<file path="config.mk">
export PLATFORM = sky130hd
export DESIGN_NAME = rbhs_ram
export DESIGN_NICKNAME = d
export VERILOG_FILES = /design/src/rtl/rbhs_ram.sv
export SDC_FILE = /design/constraint.sdc
export NUM_CORES = 2
export LEC_CHECK = 0
export ABC_AREA = 1
export BUFFER_PORTS_ARGS = -buffer_cell sky130_fd_sc_hd__buf_2
export CAP_MARGIN = 0
export CELL_PAD_IN_SITES_DETAIL_PLACEMENT = 1
export CELL_PAD_IN_SITES_GLOBAL_PLACEMENT = 1
export CORE_MARGIN = 2
export CORE_UTILIZATION = 35
export CTS_CLUSTER_DIAMETER = 200
export DETAILED_ROUTE_END_ITERATION = 12
export GPL_ROUTABILITY_DRIVEN = 1
export MAX_ROUTING_LAYER = met4
export PLACE_DENSITY_LB_ADDON = 0.1
export SKIP_CTS_REPAIR_TIMING = 1
export SYNTH_ARGS = -nofsm -noshare
export SYNTH_HDL_FRONTEND = slang
export SYNTH_SLANG_ARGS = --single-unit
</file>
<file path="constraint.sdc">
create_clock -name clk -period 5.7 [get_ports clk]
set_input_delay 0.285 -clock clk [delete_from_list [all_inputs] [get_ports clk]]
set_output_delay 0.285 -clock clk [all_outputs]
set_load 0.02 [all_outputs]
</file>
<file path="src/rtl/rbhs_ram.sv">
`timescale 1ns / 1ps
// ----------------------------------------------------------------------------
// rbhs_ram: generic single-write, single-read RAM
// One write port and one read port, read data registered.
// ----------------------------------------------------------------------------
module rbhs_ram #(
	parameter int WIDTH = 32,
	parameter int DEPTH = 64
) (
	input  logic                       clk,
	input  logic                       we,
	input  logic [$clog2(DEPTH)-1:0]   waddr,
	input  logic [WIDTH-1:0]           wdata,
	input  logic [$clog2(DEPTH)-1:0]   raddr,
	output logic [WIDTH-1:0]           rdata
);

	logic [WIDTH-1:0] mem_q [DEPTH];
	logic [WIDTH-1:0] rdata_q;

	// write port and registered read port
	always_ff @(posedge clk) begin
		if (we) begin
			mem_q[waddr] <= wdata;
		end
		rdata_q <= mem_q[raddr];
	end

	assign rdata = rdata_q;

endmodule

</file>
=== Word level (Yosys, flattened, before mapping) ===
Memory sizes are Yosys's and may differ from the RTL's. A register that Yosys moved wholly into a read port is not among the register bits.
Cells that the tools add are included.

* Multiplexer cells: 2

{| class="wikitable"
|+ Operators by type and width
! cell !! count
|-
| two-way mux 1 bit || 2
|}

* Bits in registers: 0
* RAM bits: 2,048
* Input bits: 46
* Output and inout port bits: 32
* Word-level logic and storage cells: 3
* Memories kept: 1

{| class="wikitable"
|+ Memories
! name !! words !! width !! read ports !! clocked after memory_dff !! write ports !! line !! source
|-
| mem_q || 64 || 32 || 1 || 1 || 1 || 18 || <nowiki>logic [WIDTH-1:0] mem_q [DEPTH];</nowiki>
|}

=== Logic depth before layout (Yosys ltp) ===
* Word-level depth: 2
* Depth in mapped cells: 13
* Depth with buffers taken out: 9

=== Least setup slack after synthesis ===
Ideal clock, no wire load.

* Kind: input to register
* Start point: input we
* End point: memory mem_q[48][0] (enable)
* Setup time: 0.502 ns
* Arrival: 3.913 ns
* Data required time: 5.198 ns
* Setup slack: 1.285 ns
* Stages on the path: 3
* Path buffers: 1
* Cells stage by stage: clkbuf_1 > nand4_1 > nor4_1

* Cells in the longest elaborated chain, start to end: 2

{| class="wikitable"
|+ RTL lines
! element !! line !! source
|-
| start, declared || 11 || <nowiki>input logic we,</nowiki>
|-
| two-way mux 1 bit || 23 || <nowiki>if (we) begin</nowiki>
|-
| two-way mux 1 bit (implied by the code) || 24 || <nowiki>mem_q[waddr] <= wdata;</nowiki>
|-
| end, declared || 18 ||
|}

Every way passes these cells.

==> results_dict.tcl <==
set metrics [dict create \
    nNetsFinal 6851 \
    summed_instance_area_of_the_synthesized_netlist_um2 82700 \
    post_synth_inst_count 6769 \
    fin_worst_skew_ps 44.4 \
    synth_seq_area_share_pct 75.1 \
    detailroute.wirelength.met2_um 141000 \
    clock_tree.htree_level_count 4 \
    clk_transition_reported_paths_ps 60 \
    power_density_nw_per_um2 361 \
    portBuffers 77 \
    post-route-period-util_pct 53.0 \
    crit_path_max_fanout 75 \
    rsz_0062_raised_after_global_routing "false" \
    cts.sinks 2080 \
    via_count_of_the_first_global_routing_pass 55100 \
    synthDistinctLibCells 16 \
    design.die.area_um2 240000 \
    tightest_slew_ps 1340 \
    number_of_synthesized_register_bits 2080 \
    clock_power_share_pct 43.9 \
    total_negative_slack_for_setup_checks_ps 0 \
    drt_iter0_drc 5262 \
    fillers 24700 \
    viasPerCell 5.35 \
    detail_route.wirelength_um 295000 \
    worstPathArrival_ps 3800 \
    top_level_ports 78 \
    comb_power_share_pct 6.4 \
    die-width_um 490 \
    endpoint_kind "flip-flop" \
    detailedPlacementHpwl_um 161000 \
    timing.final.crit_period_ps 3020 \
    floorplan.rows 178 \
    post-place-ws_ps 1700 \
    clk_path_buf_depth 3 \
    ant_nets 0 \
    area_growth_pct 14.5 \
    grt.total_usage_pct 24.9 \
    synthesis.nets 6815 \
    drt_pre_antenna_iters 6 \
    run_status "complete, no violations" \
    timing.setup.critical_path_class "input pin to flip-flop" \
    coreArea_um2 235000 \
    setup_viol 0 \
    routed_length_per_instance_um 29.0 \
    floorplan.initialDensity_pct 35.2 \
    die_h_um 490 \
    largest_net_degree_at_the_start_of_global_routing 152 \
    max_transition_margin_pct 10.1 \
    critPathLaunchType "input pin" \
    worst_ir_drop_vdd_uv 231 \
    met3_wirelength_um 12500 \
    cts_buffers 231 \
    yosysWarnings 0 \
    clk-insertion-delay-late_ps 880 \
    p_switching_mw 8.06 \
    leakagePower_nw 32.9 \
    syn-mean-instance-area_um2 12.2 \
    sequentialPowerShare_pct 49.8 \
    timing.final.ws_setup_ps 2680 \
    grt_remaining_overflow 0 \
    dr_total_vias 54500 \
    highest_layer "met4" \
    remaining_drc_errors 0 \
    timing.critical_path.required_ps 6490 \
    layout_cells_sized_above_1_pct 9.23 \
    timing.fmax_ghz 0.331 \
    number_of_antenna_violations_at_the_first_check_in_global_routing 29 \
    timing_hold_violations_final 0 \
    cts.root.buffer_cell "sky130_fd_sc_hd__clkbuf_16" \
    wire_length_of_the_first_global_routing_pass_um 421000 \
    met1Wirelength_um 134000 \
    drv_cap 0 \
    hp-class "input pin to flip-flop" \
    gp_congestion 0.785 \
    tritoncts "built" \
    power.switching_fraction_pct 23.6 \
    finalMaxSlewViolations 0 \
    internal_power_mw 26.2 \
]
[metrics by stage]
stage	power (mW)	area [um2]	instances	hold slack [ps]	util (%)
2_1_floorplan	18.4	82700	6769	384	-
3_3_place_gp	19.5	86800	9705	618	36.9
3_5_place_dp	19.6	86900	9709	617	37.0
4_1_cts	34.5	94500	10100	-310	40.2
5_1_grt	35.3	94700	10200	48.9	40.3
6_report	34.2	94700	10200	62.8	40.3
[registers in the layout (all words and copies together) (netlist names)]
| name | cells |
|---|---|
| rdata | 32 |
| mem_q | 2048 |
[cell type report]
cell class                      instances  area [um2]  share of cell area [%]
Sequential cell                      2080       62100                    65.6
Multi-Input combinational cell       4228       18800                    19.8
Clock buffer                          314        6440                    6.80
Tap cell                             3150        3940                    4.16
Timing Repair Buffer                  252        2140                    2.26
Clock inverter                        121        1140                    1.20
Inverter                               12        82.6                  0.0872
Antenna cell                           18        45.0                  0.0476
[metal layers]
| metal | track usage (%) | up-vias |
|---|---|---|
| met1 | 34.2 | 28600 |
| met4 | 6.43 | 0 |
| met2 | 39.4 | 1297 |
| met5 | - | - |
| met3 | 2.83 | 363 |
| li1 | - | 24300 |
[critical path, stage by stage]
cell	delay [ps]
sky130_fd_sc_hd__buf_8	220
sky130_fd_sc_hd__inv_8	570
sky130_fd_sc_hd__buf_4	570
sky130_fd_sc_hd__buf_4	610
sky130_fd_sc_hd__nand3_1	200
sky130_fd_sc_hd__nand3_1	280
sky130_fd_sc_hd__nand2_1	160
sky130_fd_sc_hd__nand2_1	90
sky130_fd_sc_hd__nand3_1	470
sky130_fd_sc_hd__nand2_1	210
[power by group through the flow]
| stage | combinational (mW) | clock (mW) | sequential [mW] |
|---|---|---|---|
| floorplan | 1.04 | 0 | 17.3 |
| global placement | 2.19 | 0 | 17.4 |
| detailed placement | 2.21 | 0 | 17.4 |
| CTS | 2.21 | 15.3 | 17.0 |
| global route | 2.36 | 15.9 | 17.0 |
| finish | 2.18 | 15.0 | 17.0 |
[placed cells by master (no fill, tap or decap), drive strengths merged]
master,n
dfxtp,32
bufinv,20
inv,14
nor4,8
dlygate4sd3,11
edfxtp,2048
nor2,56
nand4,9
clkinvlp,6
buf,241
nand2,2248
clkinv,93
nand3,1907
clkbuf,314
diode,18
[worst paths after layout]
kind / from / endpoint / slack [ps] / depth (start not counted)
worst max register to register: mem_q[41][2]$_DFFE_PP_ / rdata[2]$_DFF_P_ / 3610 / 8
worst max-delay path: raddr[2] / rdata[18]$_DFF_P_ / 2680 / 10
worst min register to register: mem_q[20][9]$_DFFE_PP_ / rdata[9]$_DFF_P_ / 800 / 8
worst min-delay path: wdata[23] / mem_q[39][23]$_DFFE_PP_ / 60 / 1
[Yosys cell counts, drive strengths merged]
master,n,area (um2)
nand4,9,56.3
dfxtp,32,641
buf,372,1960
inv,12,47.6
nor4,8,50.1
nor2,56,210
edfxtp,2048,61500
nand2,2248,8440
clkbuf,77,289
nand3,1907,9540
[kinds of logic after synthesis]
kind of cell	after synthesis	share of synthesized area, %
flip-flops	2080	75.1
AND/OR/NAND/NOR	4228	22.1
buffers and inverters	461	2.78
No activity file was read; power rests on OpenSTA's default activity.
