### config.mk
export PLATFORM = sky130hd
export DESIGN_NAME = rbhs_update_pipe_flat
export DESIGN_NICKNAME = d
export VERILOG_FILES = /design/src/rtl/rbhs_pkg.sv /design/src/rtl/rbhs_out_if.sv /design/src/rtl/rbhs_update_pipe.sv /design/src/flat_wrapper.sv
export SDC_FILE = /design/constraint.sdc
export NUM_CORES = 2
export LEC_CHECK = 0
export BUFFER_PORTS_ARGS = -buffer_cell sky130_fd_sc_hd__buf_2
export CAP_MARGIN = 30
export CORE_AREA = 2 2 222 334
export DETAILED_ROUTE_END_ITERATION = 16
export DIE_AREA = 0 0 224 336
export PLACE_DENSITY = 0.79
export RECOVER_POWER = 100
export SLEW_MARGIN = 25
export SYNTH_ARGS = -nofsm -noshare
export SYNTH_HDL_FRONTEND = slang
export SYNTH_SLANG_ARGS = --single-unit
### constraint.sdc
create_clock -name clk -period 19.65 [get_ports clk]
set_clock_uncertainty 0.05 [all_clocks]
set_input_delay 3.93 -clock clk [delete_from_list [all_inputs] [get_ports clk]]
set_output_delay 3.93 -clock clk [all_outputs]
set_load 0.01 [all_outputs]
### src/rtl/rbhs_pkg.sv
`timescale 1ns / 1ps
// ----------------------------------------------------------------------------
// rbhs_pkg: shared types and constants for the red/black heat stencil
// Payload types of the channels, configuration register codes and reset
// values, and the constants of the divide-by-five datapath.
// ----------------------------------------------------------------------------
package rbhs_pkg;

	// payload types
	typedef logic signed [31:0] cell_t;
	typedef logic [5:0]         col_t;
	typedef logic [15:0]        row_t;
	typedef logic [47:0]        csum_t;
	typedef logic [1:0]         cfg_index_t;
	typedef logic [15:0]        cfg_data_t;

	// configuration register codes
	localparam cfg_index_t REG_GRID_WIDTH  = 2'd0;
	localparam cfg_index_t REG_GRID_HEIGHT = 2'd1;
	localparam cfg_index_t REG_RED_PASS    = 2'd2;

	// register reset values
	localparam logic [6:0]  GRID_WIDTH_RST  = 7'd64;
	localparam logic [15:0] GRID_HEIGHT_RST = 16'd64;
	localparam logic        RED_PASS_RST    = 1'b1;

	// smallest grid side: one interior cell between two boundaries
	localparam int MIN_DIM = 3;

	// divide by five: u = a * 2^18 + b, 2^18 = 5 * 52428 + 4
	// so u / 5 = 52428 * a + (4 * a + b) / 5, the small part by reciprocal
	localparam int          DIV5_SPLIT    = 18;
	localparam logic [15:0] DIV5_HI_MUL   = 16'd52428;
	localparam logic [20:0] DIV5_LO_MUL   = 21'd1677722;
	localparam int          DIV5_LO_SHIFT = 23;

	// update tag that travels with each item through the datapath
	typedef struct packed {
		col_t column;
		row_t row;
		logic active;
		logic last;
		logic frame_start;
	} tag_t;

	// one emitted cell with its four neighbours
	typedef struct packed {
		cell_t mid;
		cell_t up;
		cell_t down;
		cell_t left;
		cell_t right;
		tag_t  tag;
	} stencil_item_t;

endpackage

### src/rtl/rbhs_out_if.sv
`timescale 1ns / 1ps
// ----------------------------------------------------------------------------
// rbhs_out_if: result cell channel
// Valid/ready channel carrying one emitted cell with its position and the
// running change sum of the frame.
// ----------------------------------------------------------------------------
interface rbhs_out_if import rbhs_pkg::*; ();

	logic  valid;
	logic  ready;
	cell_t cell_out;
	col_t  out_column;
	row_t  out_row;
	csum_t change_sum;
	logic  frame_done;

	modport source (
		output valid, output cell_out, output out_column, output out_row,
		output change_sum, output frame_done, input ready
	);
	modport sink (
		input valid, input cell_out, input out_column, input out_row,
		input change_sum, input frame_done, output ready
	);

endinterface

### src/rtl/rbhs_update_pipe.sv
`timescale 1ns / 1ps
// ----------------------------------------------------------------------------
// rbhs_update_pipe: stencil update datapath
// Five-point average rounded to nearest, absolute change and the saturating
// per-frame change sum, in five register stages plus the output register.
// Each stage holds only while the next is full and cannot move on, so bubbles close up.
// ----------------------------------------------------------------------------
module rbhs_update_pipe import rbhs_pkg::*; (
	input  logic               clk,
	input  logic               arst_n,
	input  logic               item_valid,
	output logic               item_ready,
	input  stencil_item_t      item,
	rbhs_out_if.source         dout
);

	// offset-binary form of a cell: v + 2^31 as an unsigned value
	function automatic logic [34:0] offset35(cell_t v);
		return 35'({~v[31], v[30:0]});
	endfunction

	logic v_s1, v_s2, v_s3, v_s4, v_s5, out_valid_q;
	logic go1, go2, go3, go4, go5, go_out;

	stencil_item_t item_s1;
	logic [34:0]   u_s2;
	cell_t         old_s2, old_s3, old_s4, new_s4, new_s5;
	tag_t          tag_s2, tag_s3, tag_s4, tag_s5;
	logic [32:0]   prod_a_s3;
	logic [40:0]   prod_t_s3;
	logic [31:0]   absd_s5;

	cell_t         cell_out_q;
	col_t          column_q;
	row_t          row_q;
	logic          last_q;
	csum_t         acc_q;

	logic [34:0]   u_sum;
	logic [16:0]   a_part;
	logic [17:0]   b_part;
	logic [19:0]   t_part;
	logic [32:0]   q_sum;
	logic [31:0]   q_cell;
	logic [32:0]   diff;
	logic [32:0]   diff_neg;
	logic [31:0]   absd;
	csum_t         acc_base;
	logic [48:0]   acc_sum;
	csum_t         acc_next;

	// stage advance: a stage loads when empty or when its item moves on
	assign go_out     = !out_valid_q || dout.ready;
	assign go5        = !v_s5 || go_out;
	assign go4        = !v_s4 || go5;
	assign go3        = !v_s3 || go4;
	assign go2        = !v_s2 || go3;
	assign go1        = !v_s1 || go2;
	assign item_ready = go1;

	// sum of five cells plus rounding bias, all in offset binary
	assign u_sum = offset35(item_s1.mid) + offset35(item_s1.up) + offset35(item_s1.down)
		+ offset35(item_s1.left) + offset35(item_s1.right) + 35'd2;

	// split for the divide by five
	assign a_part = u_s2[34:DIV5_SPLIT];
	assign b_part = u_s2[DIV5_SPLIT-1:0];
	assign t_part = 20'({a_part, 2'b00}) + 20'(b_part);

	// quotient back to two's complement
	assign q_sum  = prod_a_s3 + 33'(prod_t_s3 >> DIV5_LO_SHIFT);
	assign q_cell = {~q_sum[31], q_sum[30:0]};

	// absolute change
	assign diff     = {old_s4[31], old_s4} - {new_s4[31], new_s4};
	assign diff_neg = -diff;
	assign absd     = diff[32] ? diff_neg[31:0] : diff[31:0];

	// saturating frame accumulator
	assign acc_base = tag_s5.frame_start ? '0 : acc_q;
	assign acc_sum  = {1'b0, acc_base} + 49'(absd_s5);
	assign acc_next = acc_sum[48] ? '1 : acc_sum[47:0];

	// stage valid bits and accumulator
	always_ff @(posedge clk or negedge arst_n) begin
		if (!arst_n) begin
			v_s1        <= 1'b0;
			v_s2        <= 1'b0;
			v_s3        <= 1'b0;
			v_s4        <= 1'b0;
			v_s5        <= 1'b0;
			out_valid_q <= 1'b0;
			acc_q       <= '0;
		end else begin
			if (go1) begin
				v_s1 <= item_valid;
			end
			if (go2) begin
				v_s2 <= v_s1;
			end
			if (go3) begin
				v_s3 <= v_s2;
			end
			if (go4) begin
				v_s4 <= v_s3;
			end
			if (go5) begin
				v_s5 <= v_s4;
			end
			if (go_out) begin
				out_valid_q <= v_s5;
			end
			if (go_out && v_s5) begin
				acc_q <= acc_next;
			end
		end
	end

	// datapath registers
	always_ff @(posedge clk) begin
		if (go1) begin
			item_s1 <= item;
		end
		if (go2) begin
			u_s2   <= u_sum;
			old_s2 <= item_s1.mid;
			tag_s2 <= item_s1.tag;
		end
		if (go3) begin
			prod_a_s3 <= 33'(a_part) * 33'(DIV5_HI_MUL);
			prod_t_s3 <= 41'(t_part) * 41'(DIV5_LO_MUL);
			old_s3    <= old_s2;
			tag_s3    <= tag_s2;
		end
		if (go4) begin
			new_s4 <= tag_s3.active ? cell_t'(q_cell) : old_s3;
			old_s4 <= old_s3;
			tag_s4 <= tag_s3;
		end
		if (go5) begin
			new_s5  <= new_s4;
			absd_s5 <= absd;
			tag_s5  <= tag_s4;
		end
		if (go_out && v_s5) begin
			cell_out_q <= new_s5;
			column_q   <= tag_s5.column;
			row_q      <= tag_s5.row;
			last_q     <= tag_s5.last;
		end
	end

	// result channel
	assign dout.valid      = out_valid_q;
	assign dout.cell_out   = cell_out_q;
	assign dout.out_column = column_q;
	assign dout.out_row    = row_q;
	assign dout.change_sum = acc_q;
	assign dout.frame_done = last_q;

`ifndef NO_ASSERTIONS
	// a stalled last stage keeps its item
	a_hold_s5: assert property (@(posedge clk) disable iff (!arst_n)
		v_s5 && !go_out |=> v_s5)
		else $error("rbhs_update_pipe: item dropped from last stage under stall");

	// a cell that is not updated adds nothing to the change sum
	a_idle_zero: assert property (@(posedge clk) disable iff (!arst_n)
		v_s5 && !tag_s5.active |-> absd_s5 == '0)
		else $error("rbhs_update_pipe: change on a pass-through cell");

	// within a frame the change sum never falls
	a_acc_mono: assert property (@(posedge clk) disable iff (!arst_n)
		v_s5 && go_out && !tag_s5.frame_start |=> acc_q >= $past(acc_q))
		else $error("rbhs_update_pipe: change sum decreased within a frame");
`endif

endmodule

### src/flat_wrapper.sv
// flat-port wrapper written by rule: the top's interface ports become plain ports
module rbhs_update_pipe_flat import rbhs_pkg::*;
  (clk, arst_n, item_valid, item_ready, item, dout_valid, dout_cell_out, dout_out_column, dout_out_row, dout_change_sum, dout_frame_done, dout_ready);
  rbhs_out_if dout_i ();
  input  logic clk;
  input  logic arst_n;
  input  logic item_valid;
  output logic item_ready;
  input  stencil_item_t item;
  output wire logic [$bits(dout_i.valid)-1:0] dout_valid;
  output wire logic [$bits(dout_i.cell_out)-1:0] dout_cell_out;
  output wire logic [$bits(dout_i.out_column)-1:0] dout_out_column;
  output wire logic [$bits(dout_i.out_row)-1:0] dout_out_row;
  output wire logic [$bits(dout_i.change_sum)-1:0] dout_change_sum;
  output wire logic [$bits(dout_i.frame_done)-1:0] dout_frame_done;
  input wire logic [$bits(dout_i.ready)-1:0] dout_ready;
  assign dout_valid = dout_i.valid;
  assign dout_cell_out = dout_i.cell_out;
  assign dout_out_column = dout_i.out_column;
  assign dout_out_row = dout_i.out_row;
  assign dout_change_sum = dout_i.change_sum;
  assign dout_frame_done = dout_i.frame_done;
  assign dout_i.ready = dout_ready;
  rbhs_update_pipe u_core (.clk(clk), .arst_n(arst_n), .item_valid(item_valid), .item_ready(item_ready), .item(item), .dout(dout_i));
endmodule
* Word level (Yosys, flattened, before mapping)
Index checks and enable logic that the tools add are counted.
** Operators by class
- $add $sub $neg :: 10
- Muxes and demuxes :: 4
- Reduce and logical (&&, ||, !) cells :: 13
- Bitwise operators :: 6
- Multipliers :: 2
** Operators with widths (number)
- 35-bit by 32-bit adder with 35-bit output :: 3
- 48-bit 2-to-1 mux :: 2
- 32-bit 2-to-1 mux :: 2
- 48-bit by 32-bit adder with 49-bit output :: 1
- 20-bit by 20-bit multiplier with 40-bit output (second input constant) :: 1
- 35-bit by 2-bit adder with 35-bit output (second input constant) :: 1
- 32-bit by 32-bit adder with 33-bit output :: 1
- 32-bit by 32-bit subtractor with 33-bit output :: 1
- 32-bit by 18-bit adder with 32-bit output :: 1
- 32-bit negator :: 1
- 17-bit by 14-bit multiplier with 30-bit output (second input constant) :: 1
- 19-bit by 18-bit adder with 20-bit output :: 1
- 1-bit logical NOT :: 6
- 1-bit logical OR :: 6
- 1-bit NOT :: 6
- 1-bit logical AND :: 1
** Storage, ports and cells
- Register bits after elaboration :: 689
- Output and inout bits :: 105
- Word-level logic and storage cells :: 83

* Longest topological paths before layout
- Depth after elaboration :: 7
- Gate-level depth with buffers :: 37
- Mapped depth without buffers :: 37

* Least setup slack after synthesis
Ideal clock, no wire load.
- Path type :: input -> output
- Start point :: input port dout_ready
- End point :: output port item_ready
- Stages :: 4
- Arrival time :: 11232 ps
- Path slack :: 4438 ps
- Path buffers :: 0
- Required time :: 15670 ps
- Path through :: nor2b_1 > nand3_1 > nor2_1 > nand3_1
** Between the ends
- Longest elaborated chain between the ends :: 6
** RTL lines
- start: declaration :: RTL line flat_wrapper.sv:16 : input wire logic [$bits(dout_i.ready)-1:0] dout_ready;
- 1-bit logical OR :: RTL line rbhs_update_pipe.sv:53 : assign go_out = !out_valid_q || dout.ready;
- 1-bit logical OR :: RTL line rbhs_update_pipe.sv:54 : assign go5 = !v_s5 || go_out;
- 1-bit logical OR :: RTL line rbhs_update_pipe.sv:55 : assign go4 = !v_s4 || go5;
- net u_core.go4 :: RTL line rbhs_update_pipe.sv:23 : logic go1, go2, go3, go4, go5, go_out;
- 1-bit logical OR :: RTL line rbhs_update_pipe.sv:56 : assign go3 = !v_s3 || go4;
- 1-bit logical OR :: RTL line rbhs_update_pipe.sv:57 : assign go2 = !v_s2 || go3;
- 1-bit logical OR :: RTL line rbhs_update_pipe.sv:58 : assign go1 = !v_s1 || go2;
- end: declaration :: RTL line flat_wrapper.sv:8 : output logic item_ready;
The timed path passes the listed nets, and every way through them passes these cells.

* Final worst setup path
- Start point :: input port dout_ready
- End point :: register u_core.item_s1[25] (netlist name), enable pin
** Between the ends
- Longest elaborated chain between the ends :: 6
** RTL lines
- 1-bit logical OR :: RTL line rbhs_update_pipe.sv:53
- 1-bit logical OR :: RTL line rbhs_update_pipe.sv:54
- 1-bit logical OR :: RTL line rbhs_update_pipe.sv:55
- net u_core.go4 :: RTL line rbhs_update_pipe.sv:23
- 1-bit logical OR :: RTL line rbhs_update_pipe.sv:56
- 1-bit logical OR :: RTL line rbhs_update_pipe.sv:57
- 1-bit logical OR :: RTL line rbhs_update_pipe.sv:58
- end signal: assignment :: RTL line rbhs_update_pipe.sv:122 : item_s1 <= item;
- end: declaration :: RTL line rbhs_update_pipe.sv:25 : stencil_item_t item_s1;
The timed path passes the listed nets, and every way through them passes these cells.
A chain may end at the register's enable or synchronous reset.

==> run metrics <==
mean post-synth cell area 12.25 sq um; antenna violations before repair 0; Gate Count Post-Synth 3,518; post-detailed-route wirelength per cell about 18 um; violations in the final reports capacitance limit, slew limit; final slew viol count 672; global router's overall resource usage 0.2405; routed wire length on met3 3767 um; Antenna diodes 0; top fanout value on the critical path 159; Clock transition at path regs 60 ps; highest-delay cell along the critical path clkbuf_1; proportion of layout cells with a drive suffix above 1 0.08583; number of storage elements in the synthesis netlist 667; footprint of the multi-input gates 0.02109 sq mm; CP endpoint kind flip-flop; Tightest Pin Transition 7947 ps; number of buffer and inverter stages on the critical path 2; core region area 0.07222 sq mm; run status complete, but fails checks; master cell of the clock root buffer clkbuf_16; post-detailed-routing wire length 89,120 um; detailed placer's ending HPWL 71,820 um; final-report hold violation count 0; worst slack at placement 9730 ps; DRC violation count after routing 0; sequential share of the synthesized area 0.4583; antenna violation net count after detailed routing 0; accumulated negative setup slack 0 ps; worst endpoint data arrival time 11,150 ps; starting density of the core 0.5970; count of port buffers added during placement ~290; sequential cell area 0.01976 sq mm; count of different cell masters after synthesis 91; final worst-path cycle share 0.5696; CTS hold repair buffers 0; cell area after synthesis 0.04311 sq mm; M1 wire length 33,500 um; floorplan die area approximately 0.075 sq mm; count of max-cap constraint violations 13; fin crit period between 10,000 and 15,000 ps; total of cells resized after clock tree synthesis 0; wire length on met2 ~47,000 um; worst slew margin relative to its limit -4.298; Clock Sink Count 667; Synthesis Warnings 0; Initial DRT Pass Iterations 5; global-route wire length before repair between 100,000 and 150,000 um; worst skew pair latency 690 ps; y dimension of the die 336 um; number of endpoints failing setup at the final stage 0; Max Clk Rate around 0.089 GHz; cell-by-cell listing of the critical path buf_2 -> nor2b_1 -> nand3_4 -> nor2_1 -> nand3_1 -> clkbuf_1; type of the worst setup path input port to flip-flop; Initial DRC Count 1,134; CTS H-tree depth 2; Hold Path Class flip-flop to flip-flop; num rows between 100 and 150; delay contributed by the slowest stage of the critical path 5560 ps; most common flop cell mapped by yosys edfxtp_1; final setup margin 8457 ps; endpoint required time on the critical path 19,610 ps; TritonCTS clock tree done; number of global-route vias before repair 28,084; width of the chip 224 um; family of cells with the greatest summed delay on the critical path buffers and inverters; vias per inst 5.544; uppermost routed layer met4; number of synthesized flops with an enable pin 613; fraction of synthesis flops using an asynchronous set or reset pin 0.08096; RSZ-0062 raised after global routing false; Critical Path Source Type input port; number of setup buffers added after CTS 0; TritonCTS buffer count 61; total of fill cells in the finished design 5,369; RePlAce Congestion 0.9791; area added between synthesis and finish 10.24%; largest net degree at the start of global routing 160; total number of vias approximately 27,000; remaining global-route overflow 0; I/O pin count 294; count of nets after finishing 4,807; worst-case clock buffer depth 3; number of nets produced by synthesis approximately 4,500
[layout make-up]
| class | instances | area share |
|---|---|---|
| sequential | 667 | 0.4157 |
| inverter | 552 | 0.04365 |
| clock buffer | 73 | 0.03457 |
| clock inverter | 40 | 0.008187 |
| timing repair buffer | 314 | 0.02983 |
| multi-input combinational | 2257 | 0.4438 |
| tap | 922 | 0.02427 |
[metrics by stage]
step / hold slack [ps] / util / cells / cell area [sq um]
after floorplan: 350.3 / - / 3518 / 43110
after global placement: 350.3 / 0.6331 / 4707 / 45720
final: 362.9 / 0.6581 / 4825 / 47530
after detailed placement: 354.5 / 0.6337 / 4709 / 45760
after CTS: 368.1 / 0.6618 / 4822 / 47790
after global routing: 372.0 / 0.6581 / 4825 / 47530
[final timing paths]
kind                                        from                          to  slack [ps]  depth (start not counted)
worst max register to register   u_core.u_s2[19]        u_core.prod_t_s3[40]        9620                         33
max in group asynchronous                 arst_n                 u_core.v_s1       13640                          2
worst min register to register  u_core.tag_s5[7]      u_core.dout.out_row[4]         360                          0
min in group asynchronous                 arst_n  u_core.dout.change_sum[46]        4240                          2
worst max-delay path                  dout_ready          u_core.item_s1[25]        8460                          6
worst min-delay path            u_core.tag_s5[7]      u_core.dout.out_row[4]         360                          0
[cells in the mapped netlist, types with 4 or more instances]
library cell / n / area, sq um
a2111oi_0: 7 / 61.31
a211o_1: 11 / 96.34
a211oi_1: 23 / 172.7
a21boi_0: 12 / 90.09
a21o_1: 78 / 585.6
a21oi_1: 197 / 986.0
a221oi_1: 5 / 43.79
a22oi_1: 4 / 30.03
a31o_2: 5 / 43.79
a31oi_1: 43 / 269.0
a41oi_1: 7 / 61.31
and2_1: 16 / 100.1
and3_1: 24 / 150.1
and4_1: 6 / 52.55
buf_2: 8 / 40.04
clkbuf_1: 28 / 105.1
dfrtp_1: 54 / 1351
edfxtp_1: 613 / 18410
fa_1: 281 / 5625
ha_1: 484 / 6056
inv_1: 551 / 2068
mux2_2: 20 / 225.2
mux2i_1: 5 / 50.05
nand2_1: 138 / 518.0
nand2b_1: 27 / 168.9
nand3_1: 53 / 265.3
nand4_1: 17 / 106.4
nor2_1: 165 / 619.3
nor2b_1: 60 / 375.4
nor3_1: 47 / 235.2
nor4_1: 4 / 25.02
o2111ai_1: 6 / 52.55
o211ai_1: 10 / 75.07
o21a_1: 32 / 240.2
o21ai_0: 104 / 520.5
o21ai_1: 7 / 35.03
o21bai_1: 26 / 195.2
o221ai_1: 4 / 35.03
o31ai_1: 10 / 75.07
or2_2: 11 / 68.82
or3_1: 11 / 68.82
xnor2_1: 154 / 1349
xor2_1: 72 / 630.6
[flip-flops by register name, summed over array words and instances (netlist names), 25 cells and up]
register	count
u_core.dout.change_sum	48
u_core.new_s4	32
u_core.u_s2	35
u_core.tag_s3	25
u_core.absd_s5	32
u_core.old_s2	32
u_core.new_s5	32
u_core.tag_s2	25
u_core.dout.cell_out	32
u_core.old_s4	32
u_core.item_s1	185
u_core.prod_a_s3	30
u_core.old_s3	32
[cells by family (layout without fill, tap and decap cells)]
kind of cell,count (synthesis),after routing,share of synthesized area
mux,25,25,0.006385
flops,667,667,0.4583
buf+inv,594,979,0.05256
simple gates,600,600,0.06840
xor+xnor,226,226,0.04591
compound gates,641,641,0.09748
fa+ha+maj,765,765,0.2709
[layer usage]
| layer | vias up | GRT usage |
|---|---|---|
| li1 | 12999 | - |
| met1 | 12849 | 0.2654 |
| met2 | 665 | 0.4509 |
| met3 | 238 | 0.03478 |
| met4 | 0 | 0.1169 |
| met5 | - | 0 |
[layout by cell type (no fill, tap or decap), types with 43 or more instances in the layout]
cell	n
nand3_1	52
dfrtp_1	54
nand2_1	137
clkbuf_16	62
nor3_1	47
nor2b_1	60
edfxtp_1	613
a21oi_1	198
clkbuf_1	142
inv_1	550
xnor2_1	154
o21ai_0	105
fa_1	281
ha_1	484
nor2_1	165
buf_2	168
a21o_1	78
a31oi_1	43
xor2_1	72
Power is left out: the tool's default activity adds up to more than one toggle a clock period on the data nets, which glitch-free logic cannot reach.
